--- src/hdl/srg_pkg.sv ---
// Shared types and constants for the subtractive random generator.
// No dependencies; all other files but srg_ram use this package by scoped names.
`timescale 1ns / 1ps

package srg_pkg;

  // Table geometry: 56 entries, entry 0 unused, words kept as 32-bit two's complement
  localparam int DATA_W    = 32;
  localparam int IDX_W     = 6;
  localparam int TBL_DEPTH = 56;
  localparam int MIX_PASSES = 4;

  localparam logic [IDX_W-1:0] TBL_LAST    = 6'd55;
  localparam logic [IDX_W-1:0] FILL_STEPS  = 6'd54;
  localparam logic [IDX_W-1:0] LAG_START   = 6'd21;
  localparam logic [IDX_W-1:0] FILL_STRIDE = 6'd21;
  localparam logic [IDX_W-1:0] MIX_OFFSET  = 6'd30;

  localparam logic [DATA_W-1:0] MAXV = 32'h7FFF_FFFF;

  // Configuration registers
  localparam int CFG_IDX_W = 1;
  localparam logic [CFG_IDX_W-1:0] REG_SEED = 1'd0;
  localparam logic [CFG_IDX_W-1:0] REG_MIX  = 1'd1;
  localparam logic [30:0] MIX_CONST_RESET = 31'd161803398;

  // Result status codes
  localparam logic STAT_OK         = 1'b0;
  localparam logic STAT_BAD_BOUNDS = 1'b1;

  typedef enum logic [1:0] {
    CMD_RESEED  = 2'd0,
    CMD_RAW     = 2'd1,
    CMD_BOUNDED = 2'd2,
    CMD_BYTE    = 2'd3
  } cmd_t;

  // Datapath operations issued by the controller
  typedef enum logic [3:0] {
    OP_IDLE,
    OP_RS_INIT,
    OP_RS_FILL,
    OP_MX_RD_I,
    OP_MX_RD_J,
    OP_MX_WR,
    OP_DR_RD_N,
    OP_DR_RD_L,
    OP_DR_WR,
    OP_BD_PREP,
    OP_BD_MUL,
    OP_BD_DIV1,
    OP_BD_DIV2,
    OP_RESULT
  } dp_op_t;

  // Which value the result register takes
  typedef enum logic [2:0] {
    RES_ZERO,
    RES_RAW,
    RES_BYTE,
    RES_BOUNDED,
    RES_BAD
  } res_sel_t;

  typedef struct packed {
    logic     load;
    dp_op_t   op;
    res_sel_t sel;
  } dp_cmd_t;

  typedef struct packed {
    logic bad_bounds;
    logic wide_range;
    logic fill_last;
    logic mix_last;
  } dp_stat_t;

endpackage

--- src/hdl/srg_ctrl.sv ---
// Controller: sequences reseed, table mixing, draws and bounded scaling.
// Depends on srg_pkg; commands srg_dp through dp_cmd_t and reads dp_stat_t.
`timescale 1ns / 1ps

module srg_ctrl (
  input  logic              clk,
  input  logic              rst,
  input  logic              start,
  input  logic [1:0]        cmd,
  output logic              busy,
  output logic              done,
  output srg_pkg::dp_cmd_t  dp_cmd,
  input  srg_pkg::dp_stat_t dp_stat
);

  typedef enum logic [3:0] {
    ST_IDLE,
    ST_RS_INIT,
    ST_RS_FILL,
    ST_MX_RD_I,
    ST_MX_RD_J,
    ST_MX_WR,
    ST_DISPATCH,
    ST_DR_RD_N,
    ST_DR_RD_L,
    ST_DR_WR,
    ST_BD_PREP,
    ST_BD_MUL,
    ST_BD_DIV1,
    ST_BD_DIV2,
    ST_FIN
  } state_t;

  state_t            state;
  srg_pkg::cmd_t     cmd_q;
  srg_pkg::cmd_t     cmd_in;
  srg_pkg::res_sel_t sel;
  logic              seeded;
  logic              second;

  assign cmd_in = srg_pkg::cmd_t'(cmd);
  assign busy   = (state != ST_IDLE);

  // State and registered outputs
  always_ff @(posedge clk) begin
    if (rst) begin
      state  <= ST_IDLE;
      cmd_q  <= srg_pkg::CMD_RESEED;
      sel    <= srg_pkg::RES_ZERO;
      seeded <= 1'b0;
      second <= 1'b0;
      done   <= 1'b0;
    end else begin
      done <= 1'b0;
      case (state)
        ST_IDLE: begin
          if (start) begin
            cmd_q <= cmd_in;
            // a draw before the first reseed seeds the table first
            if (cmd_in == srg_pkg::CMD_RESEED || !seeded) begin
              state <= ST_RS_INIT;
            end else begin
              state <= ST_DISPATCH;
            end
          end
        end
        ST_RS_INIT: state <= ST_RS_FILL;
        ST_RS_FILL: begin
          if (dp_stat.fill_last) begin
            state <= ST_MX_RD_I;
          end
        end
        ST_MX_RD_I: state <= ST_MX_RD_J;
        ST_MX_RD_J: state <= ST_MX_WR;
        ST_MX_WR: begin
          if (dp_stat.mix_last) begin
            seeded <= 1'b1;
            if (cmd_q == srg_pkg::CMD_RESEED) begin
              sel   <= srg_pkg::RES_ZERO;
              state <= ST_FIN;
            end else begin
              state <= ST_DISPATCH;
            end
          end else begin
            state <= ST_MX_RD_I;
          end
        end
        ST_DISPATCH: begin
          case (cmd_q)
            srg_pkg::CMD_RAW: begin
              sel   <= srg_pkg::RES_RAW;
              state <= ST_DR_RD_N;
            end
            srg_pkg::CMD_BYTE: begin
              sel   <= srg_pkg::RES_BYTE;
              state <= ST_DR_RD_N;
            end
            srg_pkg::CMD_BOUNDED: begin
              if (dp_stat.bad_bounds) begin
                sel   <= srg_pkg::RES_BAD;
                state <= ST_FIN;
              end else begin
                sel    <= srg_pkg::RES_BOUNDED;
                second <= dp_stat.wide_range;
                state  <= ST_DR_RD_N;
              end
            end
            default: begin
              sel   <= srg_pkg::RES_ZERO;
              state <= ST_FIN;
            end
          endcase
        end
        ST_DR_RD_N: state <= ST_DR_RD_L;
        ST_DR_RD_L: state <= ST_DR_WR;
        ST_DR_WR: begin
          if (sel == srg_pkg::RES_BOUNDED) begin
            // wide ranges take a second draw for the sign
            if (second) begin
              second <= 1'b0;
              state  <= ST_DR_RD_N;
            end else begin
              state <= ST_BD_PREP;
            end
          end else begin
            state <= ST_FIN;
          end
        end
        ST_BD_PREP: state <= ST_BD_MUL;
        ST_BD_MUL:  state <= ST_BD_DIV1;
        ST_BD_DIV1: state <= ST_BD_DIV2;
        ST_BD_DIV2: state <= ST_FIN;
        ST_FIN: begin
          done  <= 1'b1;
          state <= ST_IDLE;
        end
        default: state <= ST_IDLE;
      endcase
    end
  end

  // Datapath operation per state
  always_comb begin
    dp_cmd.load = (state == ST_IDLE) && start;
    dp_cmd.sel  = sel;
    case (state)
      ST_RS_INIT: dp_cmd.op = srg_pkg::OP_RS_INIT;
      ST_RS_FILL: dp_cmd.op = srg_pkg::OP_RS_FILL;
      ST_MX_RD_I: dp_cmd.op = srg_pkg::OP_MX_RD_I;
      ST_MX_RD_J: dp_cmd.op = srg_pkg::OP_MX_RD_J;
      ST_MX_WR:   dp_cmd.op = srg_pkg::OP_MX_WR;
      ST_DR_RD_N: dp_cmd.op = srg_pkg::OP_DR_RD_N;
      ST_DR_RD_L: dp_cmd.op = srg_pkg::OP_DR_RD_L;
      ST_DR_WR:   dp_cmd.op = srg_pkg::OP_DR_WR;
      ST_BD_PREP: dp_cmd.op = srg_pkg::OP_BD_PREP;
      ST_BD_MUL:  dp_cmd.op = srg_pkg::OP_BD_MUL;
      ST_BD_DIV1: dp_cmd.op = srg_pkg::OP_BD_DIV1;
      ST_BD_DIV2: dp_cmd.op = srg_pkg::OP_BD_DIV2;
      ST_FIN:     dp_cmd.op = srg_pkg::OP_RESULT;
      default:    dp_cmd.op = srg_pkg::OP_IDLE;
    endcase
  end

endmodule

--- config.mk ---
export PLATFORM = sky130hd
export DESIGN_NAME = srg_ctrl
export DESIGN_NICKNAME = d
export VERILOG_FILES = /design/src/hdl/srg_pkg.sv /design/src/hdl/srg_ctrl.sv
export SDC_FILE = /design/constraint.sdc
export NUM_CORES = 1
export LEC_CHECK = 0
export ABC_AREA = 1
export CAP_MARGIN = 15
export CELL_PAD_IN_SITES_DETAIL_PLACEMENT = 0
export CELL_PAD_IN_SITES_GLOBAL_PLACEMENT = 1
export CORE_MARGIN = 2
export CORE_UTILIZATION = 47
export CTS_CLUSTER_DIAMETER = 150
export DETAILED_ROUTE_END_ITERATION = 8
export DONT_BUFFER_PORTS = 1
export GPL_ROUTABILITY_DRIVEN = 0
export PLACE_DENSITY_LB_ADDON = 0.3
export SYNTH_ARGS = -nofsm -noshare
export SYNTH_HDL_FRONTEND = slang
export SYNTH_SLANG_ARGS = --single-unit
--- constraint.sdc ---
create_clock -name clk -period 3.4 [get_ports clk]
set_clock_uncertainty 0.05 [all_clocks]
set_input_delay 0.51 -clock clk [delete_from_list [all_inputs] [get_ports clk]]
set_output_delay 0.51 -clock clk [all_outputs]
set_load 0.1 [all_outputs]
==> qor.yml, run 1 <==
synth_simple_gate_area_share_pct: 45.7
drtAntennaViolNets: 0
cts_tree: "yes"
intPower_mw: 0.456
ys_top_cells_by_count: "nand2_1, inv_1, nor2_1"
routedWlPerCell_um: 12.1
async_flop_share_pct: 0
start_util_pct: 50.4
hold_viol: 0
synth_cells: 167
crit_type: "reg -> reg"
die_area_um2: 2800
clockBufferDepth: 2
ioPinCount: 19
p_total_mw: 1.07
rrSetupSlack_ns: 1.05
max_stage_delay_ns: 0.67
cp_slowest_cell: "dfxtp_1"
synthMuxAreaShare_pct: 0
slew_headroom_pct: 33.9
port_buffers: 0
share_comb_of_total_power_pct: 54.3
final_area_um2: 1220
synth_area_per_cell_um2: 6.74
slew_viol_final: 0
numCtsBuffers: 3
fin_crit_sh_pct: 69.0
yosysMostFrequentCell: "nand2_1"
fmax_mhz: 426
cts.sinks: 16
finalSetupTns_ns: 0
synth_adder_area_share_pct: 7.79
synthToLayoutAreaGrowth_pct: 8.79
worstHoldPathType: "in -> reg"
power.share.clock_pct: 12.7
die_w_um: 52.9
p_per_area_nw_per_um2: 876
core_area_um2: 2230
setup_ws_ns: 1.05
vias: 1052
clock-root-buffer: "clkbuf_4"
grt_max_degree: 11
cp-start-kind: "register"
p_leak_nw: 0.593
syn-num-nets: 183
tightest_slew_ns: 0.990
power_frac_seq_pct: 33.0
dpl_cell_area_um2: 1190
placed_cells: 198
path_max_fanout: 7
syn_area_um2: 1120
nets: 191
synth_seq_area_share_pct: 28.5
switching_power_mw: 0.617
holdWs_ns: 0.200
place_ws_ns: 1.09
synthXorXnorAreaFrac_pct: 0
drive_above_1_share_pct: 18.4
grt_pass1_vias: 941
synth_flop_cell: "dfxtp_1"
arrival_ns: 2.50
synth.distinct_cells: 27
maxCapViolations: 0
gr-total-overflow: 0
post-route-drc-count: 0
rsz0062_at_grt: "false"
crit_top_cell: "nand2_1"
swShare_pct: 57.5
wirelength_mm: 2.44
initialDrtViolationCount: 32
cp_cell_sequence: "inv_1 -> nand4_1 -> or2_1 -> nand3_2 -> nand3_4 -> ha_1 -> or2_2 -> nand4_1 -> nand2_1 -> nand2_1 -> nand2_1"
cts_setup_buffers: 0
antenna_found_initial: 0
synth_top_area_share_pct: 28.5
clkTransAtPathRegs_ns: 0.11
final_cell_count_no_fill: 202
rows: 17
ir_drop_uv: 812
cts_resized: 0
synth_top_family_by_area: "simple AND/OR/NAND/NOR gates"
yosysTopAreaCell: "dfxtp_1"
synthTopCellsByArea: "dfxtp_1, nand2_1, ha_1"
required_ns: 3.55
utilization_pct: 54.8
htree_levels: 1
drt-vias-per-instance: 5.21
hold_buffers: 0
status: "complete, no violations"
ys_ff_latch: 16
grt_pass1_wl_mm: 4.27
grt_usage_pct: 21.0
synth_compound_area_share_pct: 9.68
period_needed_ns: 2.35
die_h_um: 52.9
drtPass1Iterations: 4
diodes: 0
synth-edff-count: 0
endpoint_kind: "register"
yosysWarnings: 0
setup_viol_count_final: 0
clkLatencyLatePin_ns: 0.31
hpwl_mm: 1.91
-- path summary, 6_finish.rpt --
path                        from  cells after the start             endpoint
max          sel[2]$_SDFFE_PP0P_                     11    dp_cmd[3]$_DFF_P_
min                          rst                      1  sel[1]$_SDFFE_PP0P_
max reg2reg  sel[2]$_SDFFE_PP0P_                     11    dp_cmd[3]$_DFF_P_
min reg2reg  seeded$_SDFFE_PP0P_                      2  seeded$_SDFFE_PP0P_
-- sequential cells by signal (all words and copies together) (netlist names) --
register / flops
dp_cmd: 4
done: 1
seeded: 1
cmd_q: 2
second: 1
sel: 3
state: 4
-- layout make-up --
cell class	instances	area (um^2)
fillers	232	1010
multi-input cells	127	713
flip-flops and latches	16	320
inverters	23	88.8
clock buffers	4	36.3
well taps	28	35.0
repair buffers	4	30.0
-- worst max-delay path, delay by kind of cell, from the launching register on --
family | cells | cell delay [ns]
buffers and inverters | 1 | 0.20
adders and majority gates | 1 | 0.22
and+or+nand+nor | 9 | 1.10
DFF | 1 | 0.67
-- layout by cell type (no fill, tap or decap), types with 2 or more instances in the layout --
| cell | count |
|---|---|
| o21ai_0 | 4 |
| inv_2 | 3 |
| ha_1 | 7 |
| buf_4 | 4 |
| nor2_1 | 16 |
| nand3_1 | 12 |
| inv_1 | 18 |
| nand2_2 | 6 |
| nand3b_1 | 2 |
| nor2_2 | 3 |
| clkbuf_4 | 3 |
| nor2_4 | 3 |
| dfxtp_1 | 16 |
| a21oi_1 | 8 |
| nand3_2 | 2 |
| nand3_4 | 2 |
| a21oi_2 | 2 |
| or2_1 | 2 |
| nand4_1 | 7 |
| nand2_1 | 45 |
-- routing by layer --
metal / share of wire (%) / up-vias / GRT usage (%)
li1: - / 554 / -
met1: 50 / 460 / 29.7
met2: 43 / 33 / 31.0
met3: 5.3 / 5 / 4.24
met4: 1.7 / 0 / 8.12
met5: 0 / - / 0
-- power groups by stage --
stage / registers (mW) / clock network (mW) / logic [mW]
global placement: 0.357 / 0 / 0.570
CTS: 0.354 / 0.143 / 0.580
detailed placement: 0.359 / 0 / 0.576
floorplan: 0.352 / 0 / 0.481
finish: 0.354 / 0.137 / 0.582
global route: 0.361 / 0.147 / 0.643
-- kinds of logic (layout without fill, tap and decap cells) --
| kind of cell | count (synthesis) | count (layout) |
|---|---|---|
| simple gates | 102 | 102 |
| buf+inv | 24 | 31 |
| compound gates | 18 | 18 |
| flops | 16 | 16 |
| fa+ha+maj | 7 | 7 |
No activity file was read; power rests on OpenSTA's default activity.
==> inputs of run 2 (changes only) <==
--- a/config.mk
+++ b/config.mk
@@ -9,8 +9,9 @@
 export CAP_MARGIN = 15
 export CELL_PAD_IN_SITES_DETAIL_PLACEMENT = 0
 export CELL_PAD_IN_SITES_GLOBAL_PLACEMENT = 1
+export CORE_ASPECT_RATIO = 2
 export CORE_MARGIN = 2
-export CORE_UTILIZATION = 47
+export CORE_UTILIZATION = 43
 export CTS_CLUSTER_DIAMETER = 150
 export DETAILED_ROUTE_END_ITERATION = 8
 export DONT_BUFFER_PORTS = 1
==> constraint.sdc (replaced) <==
create_clock -name clk -period 2.2 [get_ports clk]
set_clock_uncertainty 0.05 [all_clocks]
set_input_delay 0.33 -clock clk [delete_from_list [all_inputs] [get_ports clk]]
set_output_delay 0.33 -clock clk [all_outputs]
set_load 0.1 [all_outputs]
==> run 2 against run 1 <==
Via count increased by 7.1%. Non-clock buffer count increased by 16. Global-route usage up 1.4 points. Register-to-register slack worse by 0.94 ns.
==> qor.yml, run 2 (synthesis gave the netlist of run 1 again) <==
switching_power_mw: 1.03
nets: 207
hpwl_mm: 2.48
power.share.clock_pct: 13.9
path_max_fanout: 7
clockBufferDepth: 2
crit_type: "reg -> reg"
post-route-drc-count: 0
intPower_mw: 0.906
slew_headroom_pct: 78.5
clock-root-buffer: "clkbuf_8"
period_needed_ns: 2.08
p_per_area_nw_per_um2: 1370
hold_buffers: 0
rows: 26
regArea_um2: 330
die_h_um: 76.3
grt_usage_pct: 22.5
diodes: 0
drive_above_1_share_pct: 32.1
final_common_cell: "nand2_1"
rr_worst_depth: 12
drtAntennaViolNets: 0
worstHoldPathType: "in -> reg"
fin_crit_sh_pct: 94.7
drt-vias-per-instance: 5.17
setup_viol_count_final: 0
mostFrequentLayoutCells: "nand2_1, buf_4, inv_1"
slew_viol_final: 0
clkLatencyLatePin_ns: 0.26
start_util_pct: 44.9
required_ns: 2.30
r2r-end: "dp_cmd[3]$_DFF_P_"
maxCapViolations: 0
wirelength_mm: 3.05
die_area_um2: 3070
grt_pass1_vias: 1105
synthToLayoutAreaGrowth_pct: 25.5
drtPass1Iterations: 4
grt_max_degree: 11
initialDrtViolationCount: 20
power_frac_seq_pct: 21.9
port_buffers: 0
arrival_ns: 2.19
min_path_cells: 1
fmax_mhz: 480
cp-start-kind: "register"
ioPinCount: 19
ir_drop_uv: 857
die_w_um: 40.2
multi_input_area_um2: 752
routedWlPerCell_um: 14.0
swShare_pct: 53.2
endpoint_kind: "register"
timing.rr.start: "state[1]$_SDFFE_PP0P_"
clkTransAtPathRegs_ns: 0.07
htree_levels: 1
grt_pass1_wl_mm: 4.66
holdWs_ns: 0.0816
cts_tree: "yes"
cts.sinks: 16
hold_viol: 0
gr-total-overflow: 0
p_leak_nw: 0.692
hold_end: "sel[1]$_SDFFE_PP0P_"
antenna_found_initial: 0
share_comb_of_total_power_pct: 64.2
hold_start: "rst"
final.fill_count: 260
rrSetupSlack_ns: 0.12
vias: 1127
core_area_um2: 2500
tightest_slew_ns: 0.320
status: "complete, no violations"
utilization_pct: 56.3
numCtsBuffers: 3
==> run 2: power by group through the flow <==
stage          Clock [mW]  Combinational, mW  Sequential, mW
2_1_floorplan           0              0.795           0.550
3_3_place_gp            0               1.17           0.414
3_5_place_dp            0               1.18           0.417
4_1_cts             0.272               1.19           0.410
5_1_grt             0.290               1.35           0.429
6_report            0.270               1.24           0.424
==> run 2: per-layer routing <==
layer | global-route usage [%] | part of all wire (%) | vias up
li1 | - | - | 587
met1 | 16.6 | 32 | 515
met2 | 46.1 | 63 | 19
met3 | 2.92 | 2.4 | 6
met4 | 9.31 | 2.1 | 0
met5 | 0 | 0 | -
==> run 2: worst max-delay path by stage <==
stage          slack [ns]           endpoint                  start
3_3_place_gp         0.06  dp_cmd[3]$_DFF_P_  state[1]$_SDFFE_PP0P_
2_1_floorplan       0.004  dp_cmd[3]$_DFF_P_    sel[2]$_SDFFE_PP0P_
6_report             0.12  dp_cmd[3]$_DFF_P_  state[1]$_SDFFE_PP0P_
4_1_cts              0.01  dp_cmd[3]$_DFF_P_  state[2]$_SDFFE_PP0P_
3_5_place_dp         0.04  dp_cmd[3]$_DFF_P_  state[1]$_SDFFE_PP0P_
5_1_grt             -0.01  dp_cmd[3]$_DFF_P_  state[2]$_SDFFE_PP0P_
==> run 2: critical path: stages, from the launching register on <==
cell and delay (ns):
dfxtp_4 0.38, buf_4 0.15, nor2_2 0.12, nand2_1 0.07
or2_1 0.25, nand3_2 0.10, nand3_4 0.12, ha_2 0.21
or2_2 0.29, nand4_1 0.09, nand2_1 0.06, nand2_1 0.05
nand2_1 0.04
==> run 2: layout make-up <==
cell class / instances / area share, %
multi-input combinational: 127 / 53.3
sequential: 16 / 23.4
clock buffer: 4 / 3.90
tap: 28 / 2.48
timing repair buffer: 20 / 10.6
inverter: 23 / 6.29
==> run 2: what timing repair did <==
| item | 4_1_cts | 5_1_grt |
|---|---|---|
| endpoints found under the setup margin | 0 | 3 |
| hold endpoints to repair | 0 | 0 |
| buffers inserted | 0 | 3 |
| resized for setup | 0 | 11 |
==> run 2: stage by stage <==
step / setup TNS (ns) / instances / power [mW] / instance area (um^2) / worst slack (ns)
2_1_floorplan: 0 / 167 / 1.35 / 1160 / 0.00361
3_3_place_gp: 0 / 211 / 1.58 / 1320 / 0.0595
3_5_place_dp: 0 / 211 / 1.60 / 1320 / 0.0368
4_1_cts: 0 / 215 / 1.87 / 1370 / 0.0135
5_1_grt: -0.0128 / 218 / 2.07 / 1410 / -0.0128
6_report: 0 / 218 / 1.94 / 1410 / 0.116
==> inputs of run 3 (changes only) <==
--- a/config.mk
+++ b/config.mk
@@ -11,11 +11,10 @@
 export CELL_PAD_IN_SITES_GLOBAL_PLACEMENT = 1
 export CORE_ASPECT_RATIO = 2
 export CORE_MARGIN = 2
-export CORE_UTILIZATION = 43
+export CORE_UTILIZATION = 35
 export CTS_CLUSTER_DIAMETER = 150
 export DETAILED_ROUTE_END_ITERATION = 8
 export DONT_BUFFER_PORTS = 1
-export GPL_ROUTABILITY_DRIVEN = 0
 export PLACE_DENSITY_LB_ADDON = 0.3
 export SYNTH_ARGS = -nofsm -noshare
 export SYNTH_HDL_FRONTEND = slang
==> run 3 against run 2 <==
Sequential share of layout area grew 0.052 points. Clock-buffer cell count shrank 1. Highest routed layer unchanged. Largest power group unchanged. Via count grew 0.71%. Clock power shrank 17%. Combinational power is essentially flat. First-iteration DRC count grew 30%. Sequential power is essentially flat. Critical path type unchanged. Global-route usage shrank 4.4 points. Die area grew 21%. Total power shrank 1.2%.
==> qor.yml, run 3 (synthesis gave the netlist of run 1 again) <==
hold_viol: 0
mostFrequentLayoutCells: "nand2_1, buf_4, inv_1"
slew_viol_final: 0
share_comb_of_total_power_pct: 66.1
dpl_cell_area_um2: 1330
intPower_mw: 0.875
grt_pass1_vias: 1161
crit_top_cell: "nand2_1"
endpoint_kind: "register"
die_area_um2: 3710
ir_drop_uv: 1210
grt_usage_pct: 18.1
tightest_slew_ns: 0.390
gp_congestion: 0.806
rsz0062_at_grt: "false"
required_ns: 2.30
final_area_um2: 1420
cts_tree: "yes"
crit_type: "reg -> reg"
post-route-drc-count: 0
drtAntennaViolNets: 0
nets: 208
hold_buffers: 0
vias: 1135
slew_headroom_pct: 73.7
top_layer: "met4"
crit_family: "simple AND/OR/NAND/NOR gates"
fin_crit_sh_pct: 91.8
path_max_fanout: 5
p_leak_nw: 0.693
gr-total-overflow: 0
final_common_cell: "nand2_1"
final_cell_count_no_fill: 221
p_total_mw: 1.91
port_buffers: 0
ioPinCount: 19
placed_cells: 215
status: "complete, no violations"
antenna_found_initial: 0
start_util_pct: 36.0
clockBufferDepth: 2
numCtsBuffers: 3
power_frac_seq_pct: 22.2
clkLatencyLatePin_ns: 0.25
die_w_um: 44.1
cp_cell_sequence: "inv_2 -> nor2_1 -> nand2_1 -> or2_1 -> nand3_2 -> nand3_4 -> ha_1 -> or2_2 -> nand4_1 -> nand2_1 -> nand2_1 -> nand2_1"
dr_wl_met3_um: 84
crit_buf_inv: 1
drive_above_1_share_pct: 32.1
fmax_mhz: 495
finalSetupTns_ns: 0
diodes: 0
swShare_pct: 54.3
cp_slowest_cell: "dfxtp_4"
rows: 29
maxCapViolations: 0
wirelength_mm: 3.13
power.share.clock_pct: 11.7
setup_viol_count_final: 0
core_area_um2: 3120
grt_max_degree: 11
met1_length_mm: 1.02
clkTransAtPathRegs_ns: 0.06
cts.sinks: 16
drt-vias-per-instance: 5.14
hpwl_mm: 2.59
grt_pass1_wl_mm: 4.97
max_stage_delay_ns: 0.38
period_needed_ns: 2.02
htree_levels: 1
drtPass1Iterations: 4
initialDrtViolationCount: 26
die_h_um: 84.2
dr_wl_met2_mm: 1.94
switching_power_mw: 1.04
clock-root-buffer: "clkbuf_8"
routedWlPerCell_um: 14.1
arrival_ns: 2.12
p_per_area_nw_per_um2: 1350
cp-start-kind: "register"
utilization_pct: 45.5
synthToLayoutAreaGrowth_pct: 26.1
worstHoldPathType: "in -> reg"
==> run 3: cell count changes in the layout (fill, tap and decap cells not counted), sizes merged <==
cell / delta
buf: +1
clkbuf: -1
==> run 3: path summary, 6_finish.rpt <==
| check | start | endpoint | slack (ns) | depth (start not counted) |
|---|---|---|---|---|
| worst min register to register | seeded$_SDFFE_PP0P_ | seeded$_SDFFE_PP0P_ | 0.43 | 2 |
| worst min-delay path | rst | sel[0]$_SDFFE_PP0P_ | 0.09 | 1 |
| worst max register to register | state[3]$_SDFFE_PP0P_ | dp_cmd[3]$_DFF_P_ | 0.18 | 12 |
| worst max-delay path | state[3]$_SDFFE_PP0P_ | dp_cmd[3]$_DFF_P_ | 0.18 | 12 |
==> run 3: worst reg2reg max path: stages, from the launching register on <==
cell     delay (ns)
dfxtp_4        0.38
inv_2          0.06
nor2_1         0.15
nand2_1        0.10
or2_1          0.26
nand3_2        0.10
nand3_4        0.10
ha_1           0.20
or2_2          0.29
nand4_1        0.09
nand2_1        0.05
nand2_1        0.05
nand2_1        0.04
==> run 3: power by group through the flow <==
stage	Combinational, mW	Sequential [mW]	Clock (mW)
floorplan	0.795	0.550	0
global placement	1.19	0.415	0
detailed placement	1.20	0.419	0
CTS	1.20	0.413	0.234
global route	1.38	0.430	0.245
finish	1.27	0.424	0.223
==> run 3: repair_timing <==
item,in CTS,in global routing
resized for setup,0,13
endpoints found under the setup margin,0,3
setup buffers,0,3
==> run 3: per-stage QoR <==
stage | setup slack, ns | hold slack, ns
floorplan | 0.00361 | 0.397
global placement | 0.0786 | 0.347
detailed placement | 0.0557 | 0.348
CTS | 0.0438 | 0.0779
global route | 0.0313 | 0.0814
finish | 0.180 | 0.0902
==> run 3: final cells by class <==
class / count / area [um^2]
Fill cell: 326 / 1700
Timing Repair Buffer: 21 / 158
Clock buffer: 3 / 41.3
Multi-Input combinational cell: 127 / 759
Sequential cell: 16 / 333
Inverter: 23 / 88.8
Tap cell: 31 / 38.8
==> run 3: routing by layer <==
layer | vias up | track usage (%)
li1 | 582 | -
met5 | - | 0
met4 | 0 | 8.26
met3 | 8 | 2.37
met2 | 16 | 37.2
met1 | 529 | 15.2
